**src/rtl/core/conv_window_address_gen_assert.svh**
```systemverilog
// Assertion macros for the convolution window address generator.
`ifndef CONV_WINDOW_ADDRESS_GEN_ASSERT_SVH
`define CONV_WINDOW_ADDRESS_GEN_ASSERT_SVH
`ifndef SYNTH
`define CWAG_ASSERT_IMPLY(name, cond, expr) \
  name: assert property (@(posedge clk) disable iff (rst) (cond) |-> (expr)) \
    else $error("cwag assertion failed");
`define CWAG_ASSERT_NEXT(name, cond, expr) \
  name: assert property (@(posedge clk) disable iff (rst) (cond) |=> (expr)) \
    else $error("cwag assertion failed");
`else
`define CWAG_ASSERT_IMPLY(name, cond, expr)
`define CWAG_ASSERT_NEXT(name, cond, expr)
`endif
`endif

```
**src/rtl/core/cwag_pkg.sv**
```systemverilog
// Shared types and constants of the convolution window address generator.
`timescale 1ns / 1ps
package cwag_pkg;

  localparam int ADDR_W = 48;
  localparam int SLOT_W = 6;
  localparam int MAX_RESULTS = 64;
  localparam int OFF_W = 8;
  localparam int STEP_W = 29;
  localparam int PROD_W = OFF_W + STEP_W;
  localparam int APB_ADDR_W = 5;
  localparam int APB_DATA_W = 64;

  localparam logic [1:0] REG_ELEMENT_BYTES = 2'd0;
  localparam logic [1:0] REG_ROW_PITCH     = 2'd1;
  localparam logic [1:0] REG_COL_PITCH     = 2'd2;
  localparam logic [1:0] REG_PAD_ADDRESS   = 2'd3;

  typedef struct packed {
    logic [ADDR_W-1:0] base;
    logic [OFF_W-1:0]  row_off;
    logic [OFF_W-1:0]  col_off;
    logic              pad;
    logic              last;
    logic [SLOT_W-1:0] slot;
  } point_t;

endpackage

```
**src/rtl/core/cwag_seq.sv**
```systemverilog
// Request register and point sequencer that walks output and kernel positions.
`timescale 1ns / 1ps
module cwag_seq #(
  parameter int OUT_ROWS   = 2,
  parameter int OUT_COLS   = 2,
  parameter int KER_ROWS   = 3,
  parameter int KER_COLS   = 3,
  parameter int ROW_STRIDE = 1,
  parameter int COL_STRIDE = 1
) (
  input  logic                       clk,
  input  logic                       rst,
  input  logic                       req_valid,
  output logic                       req_ready,
  input  logic [cwag_pkg::ADDR_W-1:0] base_address,
  input  logic [7:0]                 pad_top,
  input  logic [7:0]                 win_rows,
  input  logic [7:0]                 left_pad,
  input  logic [7:0]                 win_cols,
  output logic                       pt_valid,
  input  logic                       pt_ready,
  output cwag_pkg::point_t           pt
);
  import cwag_pkg::*;

  localparam int OR_W = (OUT_ROWS > 1) ? $clog2(OUT_ROWS) : 1;
  localparam int OC_W = (OUT_COLS > 1) ? $clog2(OUT_COLS) : 1;
  localparam int KR_W = (KER_ROWS > 1) ? $clog2(KER_ROWS) : 1;
  localparam int KC_W = (KER_COLS > 1) ? $clog2(KER_COLS) : 1;
  localparam int POINTS = OUT_ROWS * OUT_COLS;
  localparam int ALL = POINTS * KER_ROWS * KER_COLS;
  localparam int TOTAL = (ALL > MAX_RESULTS) ? MAX_RESULTS : ALL;
  localparam logic [SLOT_W-1:0] LAST_N = SLOT_W'(TOTAL - 1);
  localparam logic [OR_W-1:0] OI_LAST = OR_W'(OUT_ROWS - 1);
  localparam logic [OC_W-1:0] OJ_LAST = OC_W'(OUT_COLS - 1);
  localparam logic [KR_W-1:0] KI_LAST = KR_W'(KER_ROWS - 1);
  localparam logic [KC_W-1:0] KJ_LAST = KC_W'(KER_COLS - 1);

  logic              busy;
  logic [ADDR_W-1:0] base;
  logic [7:0]        ptop;
  logic [7:0]        pleft;
  logic [8:0]        row_end;
  logic [8:0]        col_end;
  logic [OR_W-1:0]   oi;
  logic [OC_W-1:0]   oj;
  logic [KR_W-1:0]   ki;
  logic [KC_W-1:0]   kj;
  logic [SLOT_W-1:0] n;

  logic [8:0] ii;
  logic [8:0] ij;
  logic       issue;
  logic       is_last;
  logic       accept;

  assign ii = 9'(int'(oi) * ROW_STRIDE + int'(ki));
  assign ij = 9'(int'(oj) * COL_STRIDE + int'(kj));
  assign is_last = (n == LAST_N);
  assign issue = busy && pt_ready;
  assign req_ready = !busy || (pt_ready && is_last);
  assign accept = req_valid && req_ready;

  assign pt_valid = busy;
  assign pt.base = base;
  assign pt.row_off = OFF_W'(ii - {1'b0, ptop});
  assign pt.col_off = OFF_W'(ij - {1'b0, pleft});
  assign pt.pad = (ii < {1'b0, ptop}) || (ii >= row_end) ||
                  (ij < {1'b0, pleft}) || (ij >= col_end);
  assign pt.last = is_last;
  assign pt.slot = SLOT_W'((int'(ki) * KER_COLS + int'(kj)) * POINTS +
                           int'(oi) * OUT_COLS + int'(oj));

  always_ff @(posedge clk) begin
    if (rst) begin
      busy <= 1'b0;
    end else if (accept) begin
      busy <= 1'b1;
    end else if (issue && is_last) begin
      busy <= 1'b0;
    end
  end

  always_ff @(posedge clk) begin
    if (accept) begin
      base <= base_address;
      ptop <= pad_top;
      pleft <= left_pad;
      row_end <= {1'b0, pad_top} + {1'b0, win_rows};
      col_end <= {1'b0, left_pad} + {1'b0, win_cols};
      oi <= '0;
      oj <= '0;
      ki <= '0;
      kj <= '0;
      n <= '0;
    end else if (issue) begin
      n <= n + 1'b1;
      if (kj == KJ_LAST) begin
        kj <= '0;
        if (ki == KI_LAST) begin
          ki <= '0;
          if (oj == OJ_LAST) begin
            oj <= '0;
            oi <= (oi == OI_LAST) ? '0 : oi + 1'b1;
          end else begin
            oj <= oj + 1'b1;
          end
        end else begin
          ki <= ki + 1'b1;
        end
      end else begin
        kj <= kj + 1'b1;
      end
    end
  end

endmodule

```
**src/rtl/core/cwag_addr_pipe.sv**
```systemverilog
// Four-stage address pipeline: point register, row product, column product, final sum.
`timescale 1ns / 1ps
module cwag_addr_pipe (
  input  logic                          clk,
  input  logic                          rst,
  input  logic                          pt_valid,
  output logic                          pt_ready,
  input  cwag_pkg::point_t              pt,
  input  logic [cwag_pkg::STEP_W-1:0]   row_step,
  input  logic [cwag_pkg::STEP_W-1:0]   col_step,
  input  logic [cwag_pkg::ADDR_W-1:0]   pad_address,
  output logic                          ptr_valid,
  input  logic                          ptr_ready,
  output logic [cwag_pkg::SLOT_W-1:0]   slot_index,
  output logic [cwag_pkg::ADDR_W-1:0]   pointer,
  output logic                          is_pad,
  output logic                          last
);
  import cwag_pkg::*;

  logic a1, a2, a3, a4;

  logic   v1;
  point_t p1;

  logic              v2;
  logic [ADDR_W-1:0] base2;
  logic [OFF_W-1:0]  col_off2;
  logic [PROD_W-1:0] rprod2;
  logic              pad2;
  logic              last2;
  logic [SLOT_W-1:0] slot2;

  logic              v3;
  logic [ADDR_W-1:0] sum3;
  logic [PROD_W-1:0] cprod3;
  logic              pad3;
  logic              last3;
  logic [SLOT_W-1:0] slot3;

  logic [PROD_W-1:0] rprod_next;
  logic [PROD_W-1:0] cprod_next;

  assign a4 = !ptr_valid || ptr_ready;
  assign a3 = !v3 || a4;
  assign a2 = !v2 || a3;
  assign a1 = !v1 || a2;
  assign pt_ready = a1;

  assign rprod_next = p1.row_off * row_step;
  assign cprod_next = col_off2 * col_step;

  always_ff @(posedge clk) begin
    if (rst) begin
      v1 <= 1'b0;
      v2 <= 1'b0;
      v3 <= 1'b0;
      ptr_valid <= 1'b0;
    end else begin
      if (a1) begin
        v1 <= pt_valid;
      end
      if (a2) begin
        v2 <= v1;
      end
      if (a3) begin
        v3 <= v2;
      end
      if (a4) begin
        ptr_valid <= v3;
      end
    end
  end

  always_ff @(posedge clk) begin
    if (a1) begin
      p1 <= pt;
    end
    if (a2) begin
      base2 <= p1.base;
      col_off2 <= p1.col_off;
      rprod2 <= rprod_next;
      pad2 <= p1.pad;
      last2 <= p1.last;
      slot2 <= p1.slot;
    end
    if (a3) begin
      sum3 <= base2 + ADDR_W'(rprod2);
      cprod3 <= cprod_next;
      pad3 <= pad2;
      last3 <= last2;
      slot3 <= slot2;
    end
    if (a4) begin
      pointer <= pad3 ? pad_address : sum3 + ADDR_W'(cprod3);
      is_pad <= pad3;
      last <= last3;
      slot_index <= slot3;
    end
  end

endmodule

```
**src/rtl/core/conv_window_address_gen.sv**
```systemverilog
// Top level of the convolution window address generator with its register port.
//
// One tile request produces OUT_ROWS*OUT_COLS*KER_ROWS*KER_COLS pointers (at most 64),
// one per cycle unless the output stalls; the point sequencer issues one kernel point per
// cycle while pt_ready is high. The next request is taken in the cycle its predecessor
// issues its final point, so tiles stream without gaps. Each pointer passes the point
// register, row product, column product and final sum stages. Registers sit at byte
// addresses 0, 8, 16 and 24 (element_bytes, row_pitch, col_pitch, pad_address); the user
// must write them only while no transfer is in flight, which the block does not enforce.
`timescale 1ns / 1ps
`include "conv_window_address_gen_assert.svh"
module conv_window_address_gen #(
  parameter int OUT_ROWS   = 2,
  parameter int OUT_COLS   = 2,
  parameter int KER_ROWS   = 3,
  parameter int KER_COLS   = 3,
  parameter int ROW_STRIDE = 1,
  parameter int COL_STRIDE = 1
) (
  input  logic                              clk,
  input  logic                              rst,
  input  logic                              psel,
  input  logic                              penable,
  input  logic                              pwrite,
  input  logic [cwag_pkg::APB_ADDR_W-1:0]   paddr,
  input  logic [cwag_pkg::APB_DATA_W-1:0]   pwdata,
  output logic [cwag_pkg::APB_DATA_W-1:0]   prdata,
  output logic                              pready,
  input  logic                              req_valid,
  output logic                              req_ready,
  input  logic [cwag_pkg::ADDR_W-1:0]       base_address,
  input  logic [7:0]                        pad_top,
  input  logic [7:0]                        win_rows,
  input  logic [7:0]                        left_pad,
  input  logic [7:0]                        win_cols,
  output logic                              ptr_valid,
  input  logic                              ptr_ready,
  output logic [cwag_pkg::SLOT_W-1:0]       slot_index,
  output logic [cwag_pkg::ADDR_W-1:0]       pointer,
  output logic                              is_pad,
  output logic                              last
);
  import cwag_pkg::*;

  logic [4:0]        element_bytes;
  logic [23:0]       row_pitch;
  logic [23:0]       col_pitch;
  logic [ADDR_W-1:0] pad_address;
  logic [STEP_W-1:0] row_step;
  logic [STEP_W-1:0] col_step;
  logic              wr_en;
  logic [1:0]        reg_index;

  logic   pt_valid;
  logic   pt_ready;
  point_t pt;

  assign pready = 1'b1;
  assign reg_index = paddr[4:3];
  assign wr_en = psel && penable && pwrite && pready;

  always_ff @(posedge clk) begin
    if (rst) begin
      element_bytes <= 5'd1;
      row_pitch <= '0;
      col_pitch <= '0;
      pad_address <= '0;
    end else if (wr_en) begin
      case (reg_index)
        REG_ELEMENT_BYTES: element_bytes <= pwdata[4:0];
        REG_ROW_PITCH:     row_pitch <= pwdata[23:0];
        REG_COL_PITCH:     col_pitch <= pwdata[23:0];
        REG_PAD_ADDRESS:   pad_address <= pwdata[ADDR_W-1:0];
        default: ;
      endcase
    end
  end

  always_ff @(posedge clk) begin
    if (rst) begin
      row_step <= '0;
      col_step <= '0;
    end else begin
      row_step <= row_pitch * element_bytes;
      col_step <= col_pitch * element_bytes;
    end
  end

  always_comb begin
    case (reg_index)
      REG_ELEMENT_BYTES: prdata = APB_DATA_W'(element_bytes);
      REG_ROW_PITCH:     prdata = APB_DATA_W'(row_pitch);
      REG_COL_PITCH:     prdata = APB_DATA_W'(col_pitch);
      REG_PAD_ADDRESS:   prdata = APB_DATA_W'(pad_address);
      default:           prdata = '0;
    endcase
  end

  cwag_seq #(
    .OUT_ROWS   (OUT_ROWS),
    .OUT_COLS   (OUT_COLS),
    .KER_ROWS   (KER_ROWS),
    .KER_COLS   (KER_COLS),
    .ROW_STRIDE (ROW_STRIDE),
    .COL_STRIDE (COL_STRIDE)
  ) u_seq (
    .clk          (clk),
    .rst          (rst),
    .req_valid    (req_valid),
    .req_ready    (req_ready),
    .base_address (base_address),
    .pad_top      (pad_top),
    .win_rows     (win_rows),
    .left_pad     (left_pad),
    .win_cols     (win_cols),
    .pt_valid     (pt_valid),
    .pt_ready     (pt_ready),
    .pt           (pt)
  );

  cwag_addr_pipe u_pipe (
    .clk         (clk),
    .rst         (rst),
    .pt_valid    (pt_valid),
    .pt_ready    (pt_ready),
    .pt          (pt),
    .row_step    (row_step),
    .col_step    (col_step),
    .pad_address (pad_address),
    .ptr_valid   (ptr_valid),
    .ptr_ready   (ptr_ready),
    .slot_index  (slot_index),
    .pointer     (pointer),
    .is_pad      (is_pad),
    .last        (last)
  );

  `CWAG_ASSERT_IMPLY(a_pad_pointer, ptr_valid && is_pad, pointer == pad_address)
  `CWAG_ASSERT_IMPLY(a_last_frees_request, pt_valid && pt_ready && pt.last, req_ready)
  `CWAG_ASSERT_NEXT(a_points_continue, pt_valid && pt_ready && !pt.last, pt_valid)

endmodule
```
**config.mk**
```make
export PLATFORM = sky130hd
export DESIGN_NAME = conv_window_address_gen
export DESIGN_NICKNAME = d
export VERILOG_FILES = /design/src/rtl/core/cwag_pkg.sv /design/src/rtl/core/cwag_seq.sv /design/src/rtl/core/cwag_addr_pipe.sv /design/src/rtl/core/conv_window_address_gen.sv
export VERILOG_INCLUDE_DIRS = /design/src /design/src/rtl/core
export SDC_FILE = /design/constraint.sdc
export NUM_CORES = 2
export LEC_CHECK = 0
export BUFFER_PORTS_ARGS = -buffer_cell sky130_fd_sc_hd__buf_2
export CORE_ASPECT_RATIO = 1.2
export CORE_UTILIZATION = 40
export CTS_BUF_LIST = sky130_fd_sc_hd__clkbuf_8
export DETAILED_ROUTE_END_ITERATION = 12
export HOLD_SLACK_MARGIN = 0.1
export REMOVE_ABC_BUFFERS = 1
export SYNTH_ARGS = -nofsm -noshare
export SYNTH_HDL_FRONTEND = slang
export SYNTH_SLANG_ARGS = --single-unit
```
**constraint.sdc**
```tcl
create_clock -name clk -period 5.8 [get_ports clk]
set_input_delay 0.58 -clock clk [delete_from_list [all_inputs] [get_ports clk]]
set_output_delay 0.58 -clock clk [all_outputs]
set_load 0.005 [all_outputs]
```
==> results.md <==
- Clock Pin Slew Worst Setup and Hold Paths: 0.06 ns
- Number of synthesized flops with an enable pin: 404
- Worst-margin pin slew: 1.13 ns
- Largest stage delay on the critical path: 0.56 ns
- Largest net degree at the start of global routing: 83
- Nets: 5737
- Number of hold violations in the final report: 0
- Minimum clock period: 5.49 ns
- Leakage component of the power: 0.0249 uW
- Number of pins exceeding their max-slew limit in the final report: 0
- Height of the die: 371 um
- Post-CTS resize count: 0
- Crit path max fanout: 18
- Maximum vdd drop: 0.175 mV
- Number of buffer cells added on primary ports: 242
- Layout Utilization: 0.461
- Cells on worst reg2reg path: 19
- Area of the die: 115000 um^2
- Combinational family with the most area after synthesis: adder cells
- Worst-case clock skew: 0.0839 ns
- Routed vias/inst: 5.10
- WP data required: 6.39 ns
- Tcrit/Tclk final: 0.946
- Standard cell core area: 113000 um^2
- Global placer's final weighted congestion: 0.889
- Average detailed-routed wire length per instance: 18.5 um
- Total detailed-routing wirelength: 118000 um
- Mux cell area share after synthesis: 0.00925
- Fraction of layout instances using a drive strength above 1: 0.108
- Number of placement rows: 135
- Deepest clock path buffer count: 3
- Most common flop cell mapped by yosys: sky130_fd_sc_hd__edfxtp_1
- Cells after synthesis: 4446
- CP dominant cell by count: sky130_fd_sc_hd__fa_1
- CTS tree: yes
- Proportion of netlist area held by the largest area contributor: 0.267
- Clock buffers created by TritonCTS: 99
- Worst setup EP type: register
- Avg Synthesized Cell Area: 10.2 um^2
- Drt first-iter violations: 1887
- Share of the synthesized area in compound gates (AO/OA/AOI/OAI): 0.104
- Antenna violations before repair: 3
- Worst setup path category: register to register
- Cell Area, Synth: 45400 um^2
- Sink count of the clock tree: 580
- Critical Path Source Type: register
- Yosys reg bits: 580
- Fraction of synthesized cell area in xor and xnor cells: 0.0418
- Worst Slack Setup Final: 0.312 ns
- Vias in the first global route: 33900
- Remaining antenna violation count: 0
- DRC Markers: 0
- Total via count in the routed design: 32700
- Power density normalized to cell area: 189 nW/um^2
- Max-cap check violation count: 0
- Placed cell area: 48500 um^2
- Post-route cell area: 51900 um^2
- Setup-failing EPs final: 0
- Portion of the post-synthesis area used by sequential elements: 0.345
- Worst path slowest cell: sky130_fd_sc_hd__edfxtp_1
- Worst slew margin: 0.244
- Area growth from synthesis to layout: 14.3%
- Pre-CTS worst setup slack: 0.310 ns
- Synth async-reset ratio: 0
- Count of warnings emitted by yosys: 0
- Total global-route track usage: 0.210
- Number of placed I/O pins: 279
- Post-DP HPWL: 90500 um
- Largest cells by area after synthesis: sky130_fd_sc_hd__edfxtp_1, sky130_fd_sc_hd__fa_1, sky130_fd_sc_hd__ha_1, sky130_fd_sc_hd__dfxtp_1, sky130_fd_sc_hd__and2_1
- Result of the run: complete, no violations
- Skew-Pair Late Insertion Delay: 0.86 ns
- Total Negative Setup Slacks: 0 ns
- Ordered cell list for the critical path: buf_4 -> and2_1 -> fa_1 -> fa_1 -> fa_1 -> inv_1 -> fa_1 -> inv_1 -> ha_1 -> a21o_1 -> a21o_1 -> a21oi_1 -> nor2_1 -> a211oi_1 -> o21ai_1 -> nand3_1 -> o31ai_1 -> o41ai_2 -> xnor2_1
- Worst hold slack: 0.193 ns
- Cell type with the highest aggregate area in the netlist: sky130_fd_sc_hd__edfxtp_1
- CTS Root Cell: sky130_fd_sc_hd__clkbuf_8
- Chip Width: 310 um
- Most frequent cells in the layout: sky130_fd_sc_hd__nand2_1, sky130_fd_sc_hd__inv_1, sky130_fd_sc_hd__fa_1
- Worst hold path stage count: 3
- Total grt overflow: 0
- Post-synthesis share of cell area spent on full adders, half adders and majority gates: 0.287
- Initial standard-cell utilization of the core: 0.403
- Maximum clock frequency: 0.182 GHz
- Leading cell type in the layout, fill and taps excluded: sky130_fd_sc_hd__nand2_1
- Initial DRT Pass Iterations: 5
- First-pass GRT wire length: 186000 um
- Data arrival time of the worst path: 6.08 ns
- Basic-gate share of the synthesized area counting and, or, nand and nor cells: 0.160
- CTS H-tree lvls: 3
- Library cells used by synthesis: 82
- Setup repair after global routing missed its margin: no
- Worst min-delay path category: input pin to register
-- power breakdown --
group	total (uW)	internal [uW]	switching (uW)	leakage, uW
registers	4750	4610	140	0.00585
clock network	4120	2260	1870	0.00124
logic	947	386	562	0.0178
-- metal layers --
metal | vias to the layer above | track usage | share of wire
li1 | 15500 | - | -
met1 | 16200 | 0.255 | 0.41
met2 | 757 | 0.368 | 0.50
met3 | 254 | 0.0239 | 0.042
met4 | 2 | 0.107 | 0.049
met5 | - | 0 | 0.00013
-- final timing paths --
path | from | endpoint | slack [ns]
setup reg to reg | u_pipe.p1[21] | u_pipe.rprod2[36] | 0.31
hold / removal | win_rows[7] | u_seq.row_end[8] | 0.19
hold reg to reg | u_pipe.p1[7] | u_pipe.pad2 | 0.36
setup / recovery | u_pipe.p1[21] | u_pipe.rprod2[36] | 0.31
-- cell type report --
| cell class | count | area (um^2) |
|---|---|---|
| tap | 1507 | 1890 |
| timing repair buffer | 429 | 3010 |
| clock buffer | 114 | 1570 |
| antenna | 1 | 2.50 |
| multi-input combinational | 3254 | 27400 |
| sequential | 580 | 15700 |
| fill | 10600 | 60700 |
| clock inverter | 74 | 672 |
| inverter | 453 | 1700 |
-- through the flow --
stage | power (uW) | instances
after floorplan | 5270 | 4287
after global placement | 5720 | 6102
after detailed placement | 5730 | 6102
after CTS | 9950 | 6410
after global routing | 10200 | 6412
final | 9820 | 6412
-- logic make-up after synthesis --
group,after synthesis
simple gates,1474
fa+ha+maj,764
compound gates,749
buf+inv,627
flops,580
xor+xnor,217
mux,33
other cells,2
-- repair_timing --
item / in CTS / in global routing
setup buffers: 0 / 1
endpoints found under the hold margin: 182 / 0
endpoints found under the setup margin: 0 / 2
hold buffers: 120 / 0
-- synth_stat cells, types with 7 or more instances --
library cell and count:
sky130_fd_sc_hd__a21oi_1 301, sky130_fd_sc_hd__o21ai_0 134, sky130_fd_sc_hd__nand2b_1 31, sky130_fd_sc_hd__a21o_1 97
sky130_fd_sc_hd__inv_1 453, sky130_fd_sc_hd__nor2b_1 30, sky130_fd_sc_hd__and2_1 444, sky130_fd_sc_hd__xnor2_1 140
sky130_fd_sc_hd__a31oi_1 16, sky130_fd_sc_hd__nand3_1 41, sky130_fd_sc_hd__o31ai_1 8, sky130_fd_sc_hd__a22o_1 19
sky130_fd_sc_hd__nor2_1 159, sky130_fd_sc_hd__and3_1 44, sky130_fd_sc_hd__dfxtp_1 176, sky130_fd_sc_hd__edfxtp_1 404
sky130_fd_sc_hd__o211ai_1 14, sky130_fd_sc_hd__o21bai_1 43, sky130_fd_sc_hd__nand4_1 28, sky130_fd_sc_hd__nor4_1 8
sky130_fd_sc_hd__o21a_1 25, sky130_fd_sc_hd__buf_4 17, sky130_fd_sc_hd__xor2_1 77, sky130_fd_sc_hd__ha_1 300
sky130_fd_sc_hd__mux2_2 22, sky130_fd_sc_hd__nand2_1 609, sky130_fd_sc_hd__nor3_1 43, sky130_fd_sc_hd__fa_1 464
sky130_fd_sc_hd__a211oi_1 22, sky130_fd_sc_hd__a211o_1 7, sky130_fd_sc_hd__nor3b_1 9, sky130_fd_sc_hd__clkbuf_1 150
-- critical path, delay by kind of cell, from the launching register on --
family,cells,cell delay [ns]
fa+ha+maj,5,2.33
compound gates,7,1.45
flops,1,0.56
simple gates,3,0.42
buf+inv,3,0.38
xor+xnor,1,0.10
-- flip-flops by register name, indices dropped and copies added, names as in the netlist, 5 cells and up --
name	cells
u_seq.ptop	8
u_pipe.col_off2	8
u_pipe.base2	48
pad_address	48
u_pipe.pointer	48
element_bytes	5
u_pipe.slot_index	6
u_seq.row_end	9
u_pipe.sum3	48
u_pipe.slot2	6
u_pipe.slot3	6
u_seq.base	48
u_seq.n	6
row_pitch	24
u_pipe.cprod3	37
col_pitch	24
u_seq.pleft	8
u_pipe.p1	72
row_step	29
u_pipe.rprod2	37
u_seq.col_end	9
col_step	29
(Power assumes the default switching activity.)
